$ cat src/rtl/lcgbps_pkg.sv
// Shared types and constants for the LCG Bernoulli point sampler.
// No dependencies; imported by every module of the block.
`default_nettype none

package lcgbps_pkg;

    localparam int PROB_W  = 32;   // keep probability, unsigned Q1.31
    localparam int SEED_W  = 31;   // generator word
    localparam int SIZE_W  = 21;   // cloud size, counts and slots
    localparam int TDATA_W = 24;   // SIZE_W rounded up to whole bytes
    localparam int ADDR_W  = 3;    // two 32-bit registers at byte 0 and 4
    localparam int APB_W   = 32;

    localparam logic [SEED_W-1:0] LCG_MOD  = 31'h7FFF_FFFF;
    localparam logic [15:0]       LCG_MUL  = 16'd48271;
    localparam logic [PROB_W-1:0] PROB_ONE = 32'h8000_0000;

    // Register index, taken from paddr[2]
    localparam logic REG_KEEP_PROB = 1'b0;
    localparam logic REG_RNG_SEED  = 1'b1;

    // Values the datapath uses, derived once when a register is written
    typedef struct packed {
        logic [PROB_W-1:0] prob_sat;   // probability clipped to 1.0
        logic [PROB_W-1:0] keep_thr;   // keep when r < keep_thr
        logic [SEED_W-1:0] seed_load;  // seed reduced mod 2^31-1, zero -> one
    } cfg_t;

endpackage

`default_nettype wire

$ cat src/rtl/lcgbps_lcg.sv
// One step of the minimal-standard generator: x * 48271 mod (2^31 - 1).
// Depends on lcgbps_pkg. Pure combinational logic.
`default_nettype none

module lcgbps_lcg
    import lcgbps_pkg::*;
(
    input  wire logic [SEED_W-1:0] x,
    output logic      [SEED_W-1:0] r
);

    logic [SEED_W+15:0] prod;
    logic [SEED_W:0]    fold;

    // 2^31 == 1 mod M: fold the high part onto the low part; one subtract
    // finishes since the sum stays below 2M.
    always_comb begin
        prod = x * LCG_MUL;
        fold = {1'b0, prod[SEED_W-1:0]} + {{(SEED_W-15){1'b0}}, prod[SEED_W+15:SEED_W]};
        if (fold >= {1'b0, LCG_MOD}) begin
            r = SEED_W'(fold - {1'b0, LCG_MOD});
        end else begin
            r = fold[SEED_W-1:0];
        end
    end

endmodule

`default_nettype wire

$ cat config.mk
export PLATFORM = sky130hd
export DESIGN_NAME = lcgbps_lcg
export DESIGN_NICKNAME = d
export VERILOG_FILES = /design/src/rtl/lcgbps_pkg.sv /design/src/rtl/lcgbps_lcg.sv
export SDC_FILE = /design/constraint.sdc
export NUM_CORES = 1
export LEC_CHECK = 0
export BUFFER_PORTS_ARGS = -buffer_cell sky130_fd_sc_hd__buf_2
export CAP_MARGIN = 20
export CELL_PAD_IN_SITES_DETAIL_PLACEMENT = 0
export CELL_PAD_IN_SITES_GLOBAL_PLACEMENT = 2
export CORE_UTILIZATION = 45
export DETAILED_ROUTE_END_ITERATION = 6
export PLACE_DENSITY = 0.88
export SLEW_MARGIN = 20
export SYNTH_ARGS = -nofsm -noshare
export SYNTH_HDL_FRONTEND = slang
export SYNTH_SLANG_ARGS = --single-unit
$ cat constraint.sdc
create_clock -name vclk -period 23.1
set_input_delay 4.62 -clock vclk [all_inputs]
set_output_delay 4.62 -clock vclk [all_outputs]
set_load 0.05 [all_outputs]
# Yosys cells after proc, flatten, opt, wreduce, memory -nomap -nowiden
# Cells that the tools add are included.
[word_totals] elab_cells=5 reg_bits=0 inputBits=31 out_inout_bits=31
[op_classes] mul=1 muxes=1 order_cmp=1 n_addsub=2
[ops] operator="$mul A31 B16 Y47 const B" count=1
[ops] operator="$add A31 B16 Y32" count=1
[ops] operator="$ge A32 B31 Y1 const B" count=1
[ops] operator="$mux W31" count=1
[ops] operator="$sub A31 B31 Y31 const B" count=1

# Longest topological paths before layout
# Gate-level depths: netlist of run 1.
[logic_depth] word_depth=4 depth_mapped=40 ltp_nobuf=36

# Worst setup path after synthesis of run 1
# OpenSTA, ideal clock, no wires.
[synth_path] path_kind="input-to-output" startpoint="input x[6]" endpoint="output r[5]" slack_ns=4.292 arrival_ns=14.188 required_time_ns=18.480 stages=37 n_path_buf=2 cell_sequence="fa_1 -> inv_1 -> fa_1 -> inv_1 -> fa_1 -> fa_1 -> fa_1 -> inv_1 -> fa_1 -> inv_1 -> ha_1 -> buf_2 -> a21o_1 -> a311oi_1 -> o21bai_1 -> a211o_1 -> o21ai_0 -> o21ai_0 -> and2_1 -> o21ai_0 -> nor2b_1 -> xnor2_1 -> ha_1 -> fa_1 -> a21o_1 -> o2111a_1 -> or3b_4 -> o211ai_2 -> nand4_2 -> nor4_1 -> nand4b_1 -> or3_4 -> nor4b_2 -> a41oi_2 -> buf_6 -> nor2_1 -> xor2_1"
[synth_between] elab_chain_len=4 elab_cells_between_ends=5 classes_between="add/sub: 2; mul: 1; order compare: 1; mux: 1"
[synth_lines] item="start, declared" line_no="lcgbps_lcg.sv:8" text="input wire logic [SEED_W-1:0] x,"
[synth_lines] item="$mul A31 B16 Y47 (*)" line_no="lcgbps_lcg.sv:18" text="prod = x * LCG_MUL;"
[synth_lines] item="$add A31 B16 Y32 (*)" line_no="lcgbps_lcg.sv:19" text="fold = {1'b0, prod[SEED_W-1:0]} + {{(SEED_W-15){1'b0}}, prod[SEED_W+15:SEED_W]};"
[synth_lines] item="$sub A31 B31 Y31 / $ge A32 B31 Y1 (equally long branches)" line_no="lcgbps_lcg.sv:21, lcgbps_lcg.sv:20"
[synth_lines] item="$mux W31 (*)" line_no="lcgbps_lcg.sv:20" text="if (fold >= {1'b0, LCG_MOD}) begin"
[synth_lines] item="end, declared" line_no="lcgbps_lcg.sv:9" text="output logic [SEED_W-1:0] r"
# Every way passes the cells marked *; elsewhere a longest branch is shown, timed or not.

# Worst setup path after layout of run 1
[layout_path] startpoint="input x[4]" endpoint="output r[9]"
# Same word-level chain as after synthesis.

==> flow_metrics.tcl, run 1 <==
set metrics [dict create \
    outcome "finished, final reports clean" \
    hp-class "input pin to output port" \
    antenna_cells 0 \
    grt_use_met1 0.3518 \
    grt_pass1_wl_um 44420 \
    yosys-top-cells-area "fa_1, ha_1, inv_1, xnor2_1, a21oi_1" \
    min_period_ns 19.93 \
    drt_iter0_markers 320 \
    drv_cap 0 \
    hold_depth 4 \
    nets 1680 \
    grt_use_met3 0.01824 \
    post-place-ws_ns 3.214 \
    core-area_um2 23750 \
    fill_cells 2320 \
    n_sequential_cell 0 \
    timing.critical_path.mode_cell "fa_1" \
    grt_start_max_net_pins 16 \
    num_io_pins 62 \
    min_from "x[0]" \
    portBuffers 62 \
    clkbuf_count 0 \
    firstDrtPassIters 5 \
    hold_violations 0 \
    grt_usage 0.2326 \
    via_per_inst 5.246 \
    finalWorstSetupSlack_ns 3.173 \
    core.rowCount 56 \
    wl_um 28000 \
    globalplace.congestion 0.9088 \
    yosysUniqueCellTypes 99 \
    critPathLaunchType "input pin" \
    fmax_mhz 50.18 \
    whs_endpoint "r[0]" \
    vias 8247 \
    syn2layout_area_growth_pct 5.345 \
    worst_pin_slew_ns 0.9201 \
    dpl.hpwl_um 25640 \
    crit_path_max_incr_delay_ns 0.55 \
    wire_per_inst_um 17.81 \
    crit_required_ns 18.48 \
    hold_buffers 0 \
    start_util 0.4642 \
    layout-drive-gt1-share 0.09497 \
    slew_headroom 0.3866 \
    grt.busiest_layer "met2" \
    yosysTopAreaCellShare 0.3468 \
    timing.final.crit_share 0.8626 \
    syn_avg_cell_area_um2 9.142 \
    yosysMostFrequentCell "inv_1" \
    cts_setup_buffers 0 \
    timing.setup.tns_ns 0 \
    grt_pass1_vias 8154 \
    syn-num-nets 1631 \
    cp_max_fo 15 \
    ys.warnings.count 0 \
    setup_viol 0 \
    regArea_um2 0 \
    die_width_um 158.5 \
    drv_slew 0 \
    drc 0 \
    antenna_found_initial 0 \
    netlist_area_um2 11030 \
    grt-ovfl-total 0 \
    synth_common_cells "inv_1, ha_1, fa_1" \
    final_antenna_net_count 0 \
    grt_setup_unrepaired "false" \
    cp-end-kind "output port" \
    cp_data_arrival_time_ns 15.31 \
    die_h_um 158.5 \
    met2_usage 0.3670 \
    synth_cells 1206 \
    yosysSeqAreaShare 0 \
    crit_slowest_cell "fa_1" \
    cts_resized 0 \
    die_area_um2 25130 \
    yosysTopAreaCell "fa_1" \
    criticalPathCategory "input pin to output port" \
]
area by class of cell:
type	instances	area, um2	area share
Multi-Input combinational cell	900	9813	0.8449
Inverter	291	1092	0.09404
Tap cell	319	399.1	0.03436
Timing Repair Buffer	62	310.3	0.02672
cells in the final DEF (no fill, tap or decap), types with 3 or more instances in the layout:
master | synthesis | routed
o21ai_0 | 40 | 40
nand4_1 | 7 | 7
xnor2_1 | 40 | 40
and3_1 | 8 | 8
a211oi_1 | 5 | 5
a211oi_2 | 4 | 4
nand3_1 | 13 | 13
nor2_2 | 6 | 6
a21oi_2 | 3 | 3
a21oi_1 | 51 | 51
a31oi_1 | 10 | 10
nand2b_1 | 11 | 11
o21ai_1 | 5 | 5
xor2_1 | 28 | 28
nor2_1 | 49 | 49
nor3_1 | 27 | 27
a21boi_0 | 5 | 5
a21o_1 | 26 | 26
o21bai_1 | 11 | 11
fa_1 | 191 | 191
and3b_1 | 3 | 3
o211ai_1 | 8 | 8
and2_1 | 8 | 8
o21a_1 | 7 | 7
buf_2 | 6 | 62
nor4_1 | 7 | 7
nor2b_1 | 3 | 3
nand2_1 | 34 | 34
a21boi_1 | 3 | 3
inv_1 | 291 | 291
ha_1 | 203 | 203
or3_1 | 3 | 3
nor3_2 | 4 | 4
or3b_1 | 3 | 3
metrics by stage:
stage / hold slack [ns] / utilization / area, um2 / cells
5_1_grt: 10.10 / 0.4890 / 11610 / 1572
6_report: 10.05 / 0.4890 / 11610 / 1572
2_1_floorplan: 9.720 / - / 11030 / 1206
3_5_place_dp: 10.05 / 0.4890 / 11610 / 1572
3_3_place_gp: 10.06 / 0.4890 / 11610 / 1572
4_1_cts: 10.07 / 0.4890 / 11610 / 1572
kinds of logic (layout without fill, tap and decap cells):
kind of cell,after synthesis,count (layout),synth area share
fa+ha+maj,394,394,0.5772
buf+inv,306,353,0.1100
compound gates,221,221,0.1423
simple gates,214,214,0.1128
xor+xnor,69,69,0.05549
mux,2,2,0.002269
critical path, delay by kind of cell:
kind | cells | cell delay, ns
simple gates | 9 | 2.73
xor+xnor | 2 | 0.26
buf+inv | 6 | 0.74
fa+ha+maj | 9 | 4.20
compound gates | 11 | 2.71
layer usage:
metal	vias up	routed length, um
met5	-	0
met4	0	488
met3	18	1000
met2	155	12470
met1	3996	14040
li1	4078	-
worst max path at each step:
stage | startpoint | endpoint | slack (ns) | cells past startpoint
global route | x[4] | r[9] | 2.41 | 38
detailed placement | x[6] | r[9] | 3.21 | 37
floorplan | x[6] | r[5] | 4.29 | 37
CTS | x[6] | r[9] | 3.17 | 37
global placement | x[4] | r[9] | 3.30 | 38
finish | x[4] | r[9] | 3.17 | 37
Power of run 1 is not shown: default switching activity piles up to over one toggle a cycle in this logic, so the estimate is an artifact.
==> inputs of run 2 (changes only) <==
REMOVE_ABC_BUFFERS = 1   (was not set)
==> run 2 against run 1 <==
Critical path depth shrank 1; critical path type unchanged; first-iteration DRC count grew 33%; fmax grew 0.16%; hold slack lost 0.0028 ns; die area is the same; setup slack gained 0.032 ns.
==> flow_metrics.tcl, run 2 (synthesized netlist as in run 1, its figures left out) <==
set metrics [dict create \
    outcome "finished, final reports clean" \
    cp_data_arrival_time_ns 15.27 \
    num_io_pins 62 \
    path_delay_family "compound AO/OA/AOI/OAI gates" \
    via_per_inst 5.219 \
    vias 8205 \
    cp-end-kind "output port" \
    final_antenna_net_count 0 \
    hold_buffers 0 \
    antenna_cells 0 \
    cts_setup_buffers 0 \
    portBuffers 62 \
    grt_usage 0.2310 \
    cp_max_fo 15 \
    setup_viol 0 \
    fin_area_um2 11610 \
    timing.final.crit_share 0.8612 \
    nets 1680 \
    regArea_um2 0 \
    finalWorstSetupSlack_ns 3.206 \
    die_h_um 158.5 \
    wl_um 27730 \
    fmax_mhz 50.27 \
    die_area_um2 25130 \
    critPathLaunchType "input pin" \
    syn2layout_area_growth_pct 5.345 \
    post-place-ws_ns 3.224 \
    hp-class "input pin to output port" \
    firstDrtPassIters 4 \
    multi_input_area_um2 9813 \
    start_util 0.4642 \
    grt_start_max_net_pins 16 \
    timing.setup.tns_ns 0 \
    die_width_um 158.5 \
    grt_pass1_vias 8299 \
    drt_iter0_markers 424 \
    grt_pass1_wl_um 44340 \
    layout-drive-gt1-share 0.09497 \
    dpl.hpwl_um 25460 \
    core-area_um2 23750 \
    slew_headroom 0.3844 \
    final_common_cell "inv_1" \
    timing.critical_path.mode_cell "fa_1" \
    drc 0 \
    clkbuf_count 0 \
    crit_path_max_incr_delay_ns 0.63 \
    globalplace.congestion 0.9818 \
    wire_per_inst_um 17.64 \
    hold_violations 0 \
    min_period_ns 19.89 \
    n_sequential_cell 0 \
    grt-ovfl-total 0 \
    criticalPathCategory "input pin to output port" \
    grt_setup_unrepaired "false" \
    place_area_um2 11610 \
    cts_resized 0 \
    worst-path-buf-inv 7 \
    core.rowCount 56 \
    crit_required_ns 18.48 \
    drv_cap 0 \
    antenna_found_initial 0 \
    crit_slowest_cell "fa_1" \
    worst_pin_slew_ns 0.9234 \
    fill_cells 2325 \
    drv_slew 0 \
    final_cell_mix "inv_1, ha_1, fa_1, buf_2, a21oi_1" \
]
==> run 2: cell counts in the layout (fill, tap and decap cells not counted) <==
Identical to the previous run, type by type.
==> run 2: worst paths after layout <==
| check | start | end | slack (ns) | depth (start not counted) |
|---|---|---|---|---|
| hold / removal | x[0] | r[0] | 10.04 | 4 |
| setup / recovery | x[9] | r[10] | 3.21 | 36 |
==> run 2: area by class of cell <==
class,instances,area share
Multi-Input combinational cell,900,0.8449
Tap cell,319,0.03436
Inverter,291,0.09404
Timing Repair Buffer,62,0.02672
==> run 2: metrics by stage <==
stage,utilization,cells,hold slack (ns)
2_1_floorplan,-,1191,9.720
3_3_place_gp,0.4890,1572,10.07
3_5_place_dp,0.4890,1572,10.06
4_1_cts,0.4890,1572,10.07
5_1_grt,0.4890,1572,10.09
6_report,0.4890,1572,10.04
==> run 2: routing by layer <==
layer / global-route usage / up-vias / share of wire
met5: 0 / - / 0
met4: 0.06593 / 0 / 0.034
met3: 0.02286 / 31 / 0.037
met2: 0.3463 / 150 / 0.42
met1: 0.3497 / 3944 / 0.51
li1: - / 4080 / -
Power of run 2 is left out for the same reason.
