--- src/rtl/lcgbps_pkg.sv ---
// Shared types and constants for the LCG Bernoulli point sampler.
// No dependencies; imported by every module of the block.
`default_nettype none

package lcgbps_pkg;

    localparam int PROB_W  = 32;   // keep probability, unsigned Q1.31
    localparam int SEED_W  = 31;   // generator word
    localparam int SIZE_W  = 21;   // cloud size, counts and slots
    localparam int TDATA_W = 24;   // SIZE_W rounded up to whole bytes
    localparam int ADDR_W  = 3;    // two 32-bit registers at byte 0 and 4
    localparam int APB_W   = 32;

    localparam logic [SEED_W-1:0] LCG_MOD  = 31'h7FFF_FFFF;
    localparam logic [15:0]       LCG_MUL  = 16'd48271;
    localparam logic [PROB_W-1:0] PROB_ONE = 32'h8000_0000;

    // Register index, taken from paddr[2]
    localparam logic REG_KEEP_PROB = 1'b0;
    localparam logic REG_RNG_SEED  = 1'b1;

    // Values the datapath uses, derived once when a register is written
    typedef struct packed {
        logic [PROB_W-1:0] prob_sat;   // probability clipped to 1.0
        logic [PROB_W-1:0] keep_thr;   // keep when r < keep_thr
        logic [SEED_W-1:0] seed_load;  // seed reduced mod 2^31-1, zero -> one
    } cfg_t;

endpackage

`default_nettype wire

--- src/rtl/lcgbps_regs.sv ---
// APB-style register file of the sampler: keep probability and seed.
// Depends on lcgbps_pkg; hands derived values to the datapath as cfg_t.
`default_nettype none

module lcgbps_regs
    import lcgbps_pkg::*;
(
    input  wire logic              aclk,
    input  wire logic              aresetn,
    input  wire logic              psel,
    input  wire logic              penable,
    input  wire logic              pwrite,
    input  wire logic [ADDR_W-1:0] paddr,
    input  wire logic [APB_W-1:0]  pwdata,
    output logic      [APB_W-1:0]  prdata,
    output logic                   pready,
    output cfg_t                   cfg
);

    logic [PROB_W-1:0] prob_reg;
    logic [SEED_W-1:0] seed_reg;
    cfg_t              cfg_reg;

    logic              wr_en;
    logic [PROB_W-1:0] prob_sat_next;
    logic [PROB_W+1:0] prob_x3;
    logic [SEED_W-1:0] seed_next;

    assign pready = 1'b1;
    assign wr_en  = psel & penable & pwrite;
    assign cfg    = cfg_reg;

    always_comb begin
        prob_sat_next = (pwdata > PROB_ONE) ? PROB_ONE : pwdata;
        // r*2^31 < p*(2^31-3)  <=>  r < p - floor(3p / 2^31)
        prob_x3       = {prob_sat_next, 1'b0} + {2'b00, prob_sat_next};
        seed_next     = pwdata[SEED_W-1:0];
    end

    always_ff @(posedge aclk) begin
        if (!aresetn) begin
            prob_reg           <= 32'h4000_0000;
            seed_reg           <= 31'd1;
            cfg_reg.prob_sat   <= 32'h4000_0000;
            cfg_reg.keep_thr   <= 32'h3FFF_FFFF;
            cfg_reg.seed_load  <= 31'd1;
        end else if (wr_en) begin
            case (paddr[2])
                REG_KEEP_PROB: begin
                    prob_reg         <= pwdata;
                    cfg_reg.prob_sat <= prob_sat_next;
                    cfg_reg.keep_thr <= prob_sat_next
                                        - {{(PROB_W-3){1'b0}}, prob_x3[PROB_W+1:PROB_W-1]};
                end
                REG_RNG_SEED: begin
                    seed_reg          <= seed_next;
                    cfg_reg.seed_load <= (seed_next == '0 || seed_next == LCG_MOD)
                                         ? 31'd1 : seed_next;
                end
                default: begin
                end
            endcase
        end
    end

    always_comb begin
        case (paddr[2])
            REG_KEEP_PROB: prdata = prob_reg;
            REG_RNG_SEED:  prdata = {1'b0, seed_reg};
            default:       prdata = '0;
        endcase
    end

endmodule

`default_nettype wire

--- config.mk ---
export PLATFORM = sky130hd
export DESIGN_NAME = lcgbps_regs
export DESIGN_NICKNAME = d
export VERILOG_FILES = /design/src/rtl/lcgbps_pkg.sv /design/src/rtl/lcgbps_regs.sv
export SDC_FILE = /design/constraint.sdc
export NUM_CORES = 1
export LEC_CHECK = 0
export BUFFER_PORTS_ARGS = -buffer_cell sky130_fd_sc_hd__buf_4
export CORE_MARGIN = 10
export CORE_UTILIZATION = 55
export DETAILED_ROUTE_END_ITERATION = 16
export PLACE_DENSITY = 0.83
export SLEW_MARGIN = 20
export SYNTH_ARGS = -nofsm -noshare
export SYNTH_HDL_FRONTEND = slang
export SYNTH_SLANG_ARGS = --single-unit
--- constraint.sdc ---
create_clock -name aclk -period 14.1 [get_ports aclk]
set_input_delay 1.41 -clock aclk [delete_from_list [all_inputs] [get_ports aclk]]
set_output_delay 1.41 -clock aclk [all_outputs]
set_load 0.1 [all_outputs]
; Word level (Yosys, flattened, before mapping)
; Cells that the tools add are included.
[word_totals]
n_memories = 0
rom_bits = 0
ramBits = 0
latchBits = 0
wordCells = 19
output_inout_bits = 128
in_bits = 40
regBits = 158
[op_classes]
eq_ne = 1
shift = 0
div = 0
add_sub_neg = 2
mux = 3
n_mul = 0
magnitude_cmp = 1
bitwise_logic = 3
reduce_logical = 4
[op_table]
columns = operator, count
row1 = case mux 32 bit (2 select lines), 1
row2 = adder 33 x 32 -> 34 bit, 1
row3 = > comparator 32 bit (second input constant), 1
row4 = 2-to-1 mux 32 bit, 1
row5 = subtractor 32 x 3 -> 32 bit, 1
row6 = == test 31 bit (second input constant), 1
row7 = logical NOT 31 bit, 1
row8 = 2-to-1 mux 31 bit, 1
row9 = AND reduction 2 bit, 2
row10 = bitwise AND 1 bit, 2
row11 = logical OR 1 bit, 1
row12 = inverter 1 bit, 1

; Depth between registers and ports, before layout
; Gate-level depths: netlist (run 1).
[depth]
depth_word = 4
ltp_mapped = 26

; Worst setup path before layout (run 1)
; Ideal clock, no wire load.
[synth_timing]
path_type = input to register
start = input port pwdata[0]
end = register cfg_reg (netlist bit cfg[49])
path_buffers = 3
cell_stages = 24
t_arrival_ps = 6238
required_ps = 13978
setup_slack_ps = 7740
path_cell_list = buf_2 -> nor4_4 -> nand4_2 -> o21ai_4 -> buf_4 -> buf_2 -> nand2_1 -> ha_1 -> a21o_1 -> a21o_1 -> a21oi_1 -> o31ai_1 -> or2_2 -> o21bai_1 -> xnor2_1 -> ha_1 -> fa_1 -> nor2b_4 -> or3_1 -> a41o_1 -> a41oi_2 -> o21ai_1 -> or3_1 -> o311a_1
[synth_between]
elab_chain_cells = 4
[synth_lines]
columns = item, line_no
row1 = from (decl), lcgbps_regs.sv:14  ; input wire logic [APB_W-1:0] pwdata,
row2 = > comparator 32 bit, lcgbps_regs.sv:34  ; prob_sat_next = (pwdata > PROB_ONE) ? PROB_ONE : pwdata;
row3 = 2-to-1 mux 32 bit *, lcgbps_regs.sv:34
row4 = adder 33 x 32 -> 34 bit, lcgbps_regs.sv:36  ; prob_x3 = {prob_sat_next, 1'b0} + {2'b00, prob_sat_next};
row5 = subtractor 32 x 3 -> 32 bit *, lcgbps_regs.sv:53  ; - {{(PROB_W-3){1'b0}}, prob_x3[PROB_W+1:PROB_W-1]};
row6 = to (decl), lcgbps_regs.sv:22  ; cfg_t cfg_reg;
; Every way passes the cells marked *; elsewhere a longest branch is shown, timed or not.
; A chain may end at the register's enable or synchronous reset.

; Worst setup path after layout (run 1)
[layout_timing]
start = input port pwdata[3]
end = register cfg_reg (netlist bit cfg[49])
; Same word-level chain as after synthesis.

==> flow_summary.json, run 1 <==
{
  "worstPathCellList": "buf_4 -> nor4_2 -> nand4_1 -> o21ai_4 -> buf_4 -> nand2_1 -> ha_1 -> nand3_1 -> or3_1 -> o22ai_1 -> or2_2 -> o21bai_1 -> xnor2_1 -> ha_1 -> fa_1 -> nor2b_4 -> or3_1 -> a41o_1 -> a41oi_2 -> o21ai_1 -> or3_1 -> o311a_1",
  "period_share": 0.503,
  "synth_cells": 1074,
  "arrival_ns": 7.41,
  "ctsLongestPathBuffers": 2,
  "ys_seq_area_frac": 0.367,
  "root_buffer": "clkbuf_16",
  "finalNonFillerCells": 1416,
  "cp_max_fo": 35,
  "insertedDiodeCount": 0,
  "ys.flop_type": "dfxtp_1",
  "io_pins": 168,
  "hold_viol": 0,
  "crit_type": "in -> reg",
  "cp.buffers_inverters": 2,
  "postCtsSetupRepairBufs": 0,
  "cts_buffers": 17,
  "drive_above_1_share": 0.225,
  "routedWlPerCell_um": 18.8,
  "final_max_slew_viol_count": 0,
  "synth_edf_count": 0,
  "drt_iter0_drc": 821,
  "avgSynthCellArea_um2": 8.03,
  "status": "finished clean",
  "h-tree-depth": 4,
  "fp.coreArea_um2": 15300,
  "gp_congestion": 0.929,
  "post-route-drc-count": 0,
  "cts.repair.resized": 0,
  "num_vias": 8298,
  "clock_sinks": 158,
  "min_period_ns": 7.09,
  "syn-cell-area_um2": 8620,
  "synth_nets": 1190,
  "max_freq_ghz": 0.141,
  "setup_viol": 0,
  "drt_wl_total_um": 26600,
  "fin_skew_ns": 0,
  "ir_worst_vdd_mv": 0.0920,
  "final_common_cell": "nand2_1",
  "antenna_found_initial": 0,
  "nets": 1308,
  "hold_buffers": 0,
  "max_cap_violations": 0,
  "grt_max_degree": 95,
  "switching_share": 0.325,
  "rows": 45,
  "clk_pin_slew_ns": 0.06,
  "cts_tree": "yes",
  "p_leak_uw": 0.00459,
  "async_flop_share": 0,
  "crit_top_cell": "or3_1",
  "setup_tns_ns": 0,
  "grt_pass1_wl_um": 42000,
  "grtUsageMet2": 0.374,
  "grt-ovfl-total": 0,
  "rsz0062_at_grt": "no",
  "start_kind": "input port",
  "cp-end-kind": "register",
  "fillers": 1277,
  "dp_hpwl_um": 18800,
  "pwr-share-comb": 0.199,
  "synth_cell_type_count": 68,
  "critPathSlowestCell": "nor4_2",
  "mostFrequentLayoutCells": "nand2_1, buf_4, dfxtp_1",
  "first_global_vias": 7858,
  "synth_seq_cells": 158,
  "power_frac_clock": 0.408,
  "slew_headroom": 0.347,
  "met1_usage": 0.324,
  "initial_core_util": 0.565,
  "crit_family": "simple AND/OR/NAND/NOR gates",
  "fp.dieArea_um2": 21100,
  "grt_use_met3": 0.0500,
  "p_per_area_nw_per_um2": 112,
  "fin_area_um2": 10500,
  "busiest_layer": "met2",
  "first_pass_iters": 5,
  "yosys_warnings": 0,
  "fin_util": 0.688,
  "die_x_um": 145,
  "worst_pin_slew_ns": 0.980,
  "die_h_um": 145,
  "grt.total_usage": 0.240,
  "p_int_uw": 793,
  "dp_cells": 1384,
  "vias_per_cell": 5.86,
  "place_area_um2": 9890,
  "cpPeakStageDelay_ns": 0.46,
  "min-delay-path-class": "reg -> reg",
  "drtAntennaViolNets": 0,
  "critPathRequiredTime_ns": 14.42,
  "insertion_delay_ns": 0.43,
  "p_sw_uw": 382,
  "seqPwrFrac": 0.393,
  "largest_reg_flops": 95,
  "place.port_buffers": 164,
  "syn_to_final_growth_pct": 21.9
}
[per-layer routing]
metal  vias to the layer above  share of wire
met2                       342           0.46
met1                      3948           0.44
met3                        41          0.075
li1                       3967              -
met5                         -              0
met4                         0          0.018
[kinds of logic after synthesis]
group                      after synthesis  share of synthesized area
buffers and inverters                  121                     0.0569
AOI/OAI and AO/OA                      264                      0.197
adders and majority gates               76                      0.111
DFF                                    158                      0.367
and+or+nand+nor                        408                      0.211
xor gates and xnor gates                14                     0.0142
other                                    1                   0.000435
muxes                                   32                     0.0418
[area by class of cell]
class / count / area [µm²] / share of cell area
multi-input cells: 795 / 5000 / 0.476
flip-flops and latches: 158 / 3160 / 0.301
repair buffers: 171 / 1280 / 0.122
clock buffers: 18 / 439 / 0.0418
well taps: 211 / 264 / 0.0251
inverters: 49 / 186 / 0.0177
clock inverters: 14 / 171 / 0.0163
[cell usage after synthesis, types with 4 or more instances]
library cell | n | share of area
buf_1 | 8 | 0.0035
a22oi_1 | 32 | 0.028
o21ai_1 | 7 | 0.0041
a21o_1 | 16 | 0.014
dfxtp_1 | 158 | 0.37
clkbuf_1 | 51 | 0.022
buf_2 | 8 | 0.0046
nand4_1 | 17 | 0.012
nor3_1 | 12 | 0.0070
ha_1 | 75 | 0.11
a21boi_0 | 5 | 0.0044
o21ai_0 | 15 | 0.0087
nor2b_1 | 4 | 0.0029
nand2_1 | 257 | 0.11
nor2_1 | 51 | 0.022
a211oi_1 | 5 | 0.0044
a21oi_1 | 119 | 0.069
or3_1 | 6 | 0.0044
nand3_1 | 24 | 0.014
o211ai_1 | 17 | 0.015
o21bai_1 | 4 | 0.0035
o311a_1 | 4 | 0.0046
nand2b_1 | 4 | 0.0029
nor4_1 | 10 | 0.0073
and2_1 | 6 | 0.0044
xnor2_1 | 13 | 0.013
o31ai_1 | 6 | 0.0052
inv_1 | 30 | 0.013
mux2_2 | 32 | 0.042
inv_2 | 18 | 0.0078
[power groups by stage]
stage | clock network, µW | logic, µW | registers, µW
6_report | 480 | 234 | 462
3_5_place_dp | 0 | 229 | 472
3_3_place_gp | 0 | 227 | 471
5_1_grt | 502 | 248 | 463
4_1_cts | 482 | 231 | 462
2_1_floorplan | 0 | 124 | 517
[metrics by stage]
| stage | total power [µW] | setup slack, ns | hold slack [ns] |
|---|---|---|---|
| after detailed placement | 701 | 6.66 | 0.443 |
| after floorplan | 641 | 7.74 | 0.432 |
| after CTS | 1180 | 7.09 | 0.452 |
| after global placement | 698 | 6.69 | 0.438 |
| after global routing | 1210 | 6.57 | 0.474 |
| final | 1180 | 7.01 | 0.453 |
[tightest hold or removal path: stages (launching register included)]
cell and delay, ns:
dfxtp_1 0.30, nand2_1 0.05, a21oi_1 0.05
[worst paths after layout]
kind	start	to	slack, ns	cells past startpoint
setup / recovery	pwdata[3]	cfg[49]	7.01	22
hold / removal	prob_reg[31]	prob_reg[31]	0.45	2
setup reg to reg	cfg[46]	cfg[46]	13.12	3
hold reg to reg	prob_reg[31]	prob_reg[31]	0.45	2
No activity file was read; power rests on OpenSTA's default activity.
==> inputs of run 2 (changes only) <==
Settings changed: ABC_AREA set to 1, PLACE_DENSITY 0.83 to 0.82.
Clock period 14.1 ns to 7.3 ns, I/O delays scaled along.
==> run 2 against run 1 <==
Net effect:
- die area rose by 5.1%
- highest routed layer unchanged
- sequential cell count did not move
- synthesized area rose by 6.0%
- largest power group unchanged
- core utilization fell by 1.6 points
- routed wire length rose by 6.6%
- clock-buffer cell count did not move
- critical endpoint is now cfg[59]
- synthesized cell count rose by 28%
- largest cell class unchanged
- power rose by 98%
==> flow_summary.json, run 2 <==
{
  "pwr-share-comb": 0.215,
  "fin_skew_ns": 0,
  "rows": 47,
  "final_common_cell": "nand2_1",
  "synthTopCellsByArea": "dfxtp_1, nand2_1, ha_1, a21oi_1, inv_1",
  "critPathSlowestCell": "nor2_1",
  "h-tree-depth": 4,
  "synth_seq_cells": 158,
  "antenna_found_initial": 0,
  "seq_area_um2": 3160,
  "ir_worst_vdd_mv": 0.169,
  "ctsLongestPathBuffers": 2,
  "switching_share": 0.353,
  "slew_headroom": 0.496,
  "fp.coreArea_um2": 16400,
  "multi_input_area_um2": 5080,
  "synth_edf_count": 0,
  "largest_reg_flops": 95,
  "routedWlPerCell_um": 16.4,
  "clock_sinks": 158,
  "clk_pin_slew_ns": 0.07,
  "synth_nets": 1488,
  "drive_above_1_share": 0.157,
  "p_int_uw": 1510,
  "drtAntennaViolNets": 0,
  "cts.repair.resized": 0,
  "place.port_buffers": 164,
  "dp_hpwl_um": 20900,
  "async_flop_share": 0,
  "mostFrequentLayoutCells": "nand2_1, a21oi_1, buf_4",
  "drt_wl_total_um": 28400,
  "synth_top_cell_area_share": 0.346,
  "setup_viol": 0,
  "p_per_area_nw_per_um2": 211,
  "cts_buffers": 17,
  "crit_type": "in -> reg",
  "cp-end-kind": "register",
  "ys.flop_type": "dfxtp_1",
  "holdWs_ns": 0.462,
  "synth_common_cells": "nand2_1, a21oi_1, dfxtp_1, inv_1, nor2_1",
  "fp.dieArea_um2": 22200,
  "setup_tns_ns": 0,
  "vias_per_cell": 5.44,
  "p_leak_uw": 0.00516,
  "power_frac_clock": 0.399,
  "period_share": 0.771,
  "postCtsSetupRepairBufs": 0,
  "nets": 1613,
  "root_buffer": "clkbuf_16",
  "cpPeakStageDelay_ns": 0.40,
  "status": "finished clean",
  "min_period_ns": 5.63,
  "cts_tree": "yes",
  "grt_max_degree": 66,
  "min-delay-path-class": "reg -> reg",
  "yosys.area.top_type": "dfxtp_1",
  "insertedDiodeCount": 0,
  "p_sw_uw": 822,
  "ys_seq_area_frac": 0.346,
  "grt_pass1_wl_um": 44500,
  "hold_depth": 2,
  "arrival_ns": 5.99,
  "first_global_vias": 8619,
  "synth_cell_type_count": 39,
  "fillers": 1468,
  "first_pass_iters": 5,
  "synth_cells": 1372,
  "die_x_um": 149,
  "drt_iter0_drc": 790,
  "worst_r2r_path_depth": 2,
  "yosys_warnings": 0,
  "max_freq_ghz": 0.178,
  "io_pins": 168,
  "initial_core_util": 0.557,
  "insertion_delay_ns": 0.44,
  "seqPwrFrac": 0.386,
  "start_kind": "input port",
  "die_h_um": 149,
  "synth_most_common_cell": "nand2_1",
  "rsz0062_at_grt": "no",
  "syn-cell-area_um2": 9130,
  "num_vias": 9416,
  "crit_top_cell": "nand2_1",
  "max_cap_violations": 0,
  "critPathRequiredTime_ns": 7.66,
  "final_max_slew_viol_count": 0,
  "worst_pin_slew_ns": 0.754,
  "hold_viol": 0,
  "grt-ovfl-total": 0,
  "hold_buffers": 0,
  "cp_max_fo": 25,
  "gp_congestion": 0.987,
  "syn_to_final_growth_pct": 20.8,
  "avgSynthCellArea_um2": 6.66,
  "post-route-drc-count": 0,
  "grt.total_usage": 0.246
}
[run 2: stage by stage]
| stage | power, µW | util | instance area (µm²) | setup slack (ns) | std cells |
|---|---|---|---|---|---|
| 2_1_floorplan | 1290 | - | 9130 | 2.61 | 1372 |
| 3_3_place_gp | 1410 | 0.636 | 10400 | 1.40 | 1698 |
| 3_5_place_dp | 1420 | 0.636 | 10400 | 1.33 | 1698 |
| 4_1_cts | 2330 | 0.673 | 11000 | 1.78 | 1730 |
| 5_1_grt | 2410 | 0.673 | 11000 | 1.12 | 1730 |
| 6_report | 2330 | 0.673 | 11000 | 1.67 | 1730 |
[run 2: final cells by class]
cell class                 instances  share of cell area
multi-input combinational        983               0.461
timing repair buffer             171               0.116
inverter                         166              0.0565
clock inverter                    14              0.0152
tap                              220              0.0249
clock buffer                      18              0.0398
sequential                       158               0.287
[run 2: path summary, 6_finish.rpt]
| check | start | end | slack [ns] |
|---|---|---|---|
| max | pwdata[6] | cfg[59] | 1.67 |
| max reg2reg | prob_reg[4] | prob_reg[4] | 6.54 |
| min | prob_reg[31] | prob_reg[31] | 0.46 |
| min reg2reg | prob_reg[31] | prob_reg[31] | 0.46 |
[run 2: logic make-up after synthesis]
group	count (synthesis)	synth area share
other	1	0.000411
flip-flops	158	0.346
AND/OR/NAND/NOR	622	0.286
buffers and inverters	231	0.0979
adder cells (fa/ha/maj)	76	0.105
AO/OA/AOI/OAI	284	0.164
[run 2: power groups by stage]
stage                     Sequential [µW]  Clock (µW)  Combinational [µW]
after floorplan                      1030           0                 254
after global placement                919           0                 492
after detailed placement              920           0                 496
after CTS                             900         936                 498
after global routing                  903         969                 540
final                                 900         929                 501
[run 2: per-layer routing]
metal  GRT usage  share of wire
met1       0.319           0.43
met2       0.391           0.46
met3      0.0628          0.084
met4      0.0785          0.023
met5           0              0
[run 2: critical path: cells and delay by family]
family                     cells  cell delay, ns
buffers and inverters          5            0.75
adders and majority gates      3            0.92
and+or+nand+nor               19            2.41
AOI/OAI and AO/OA              6            1.16
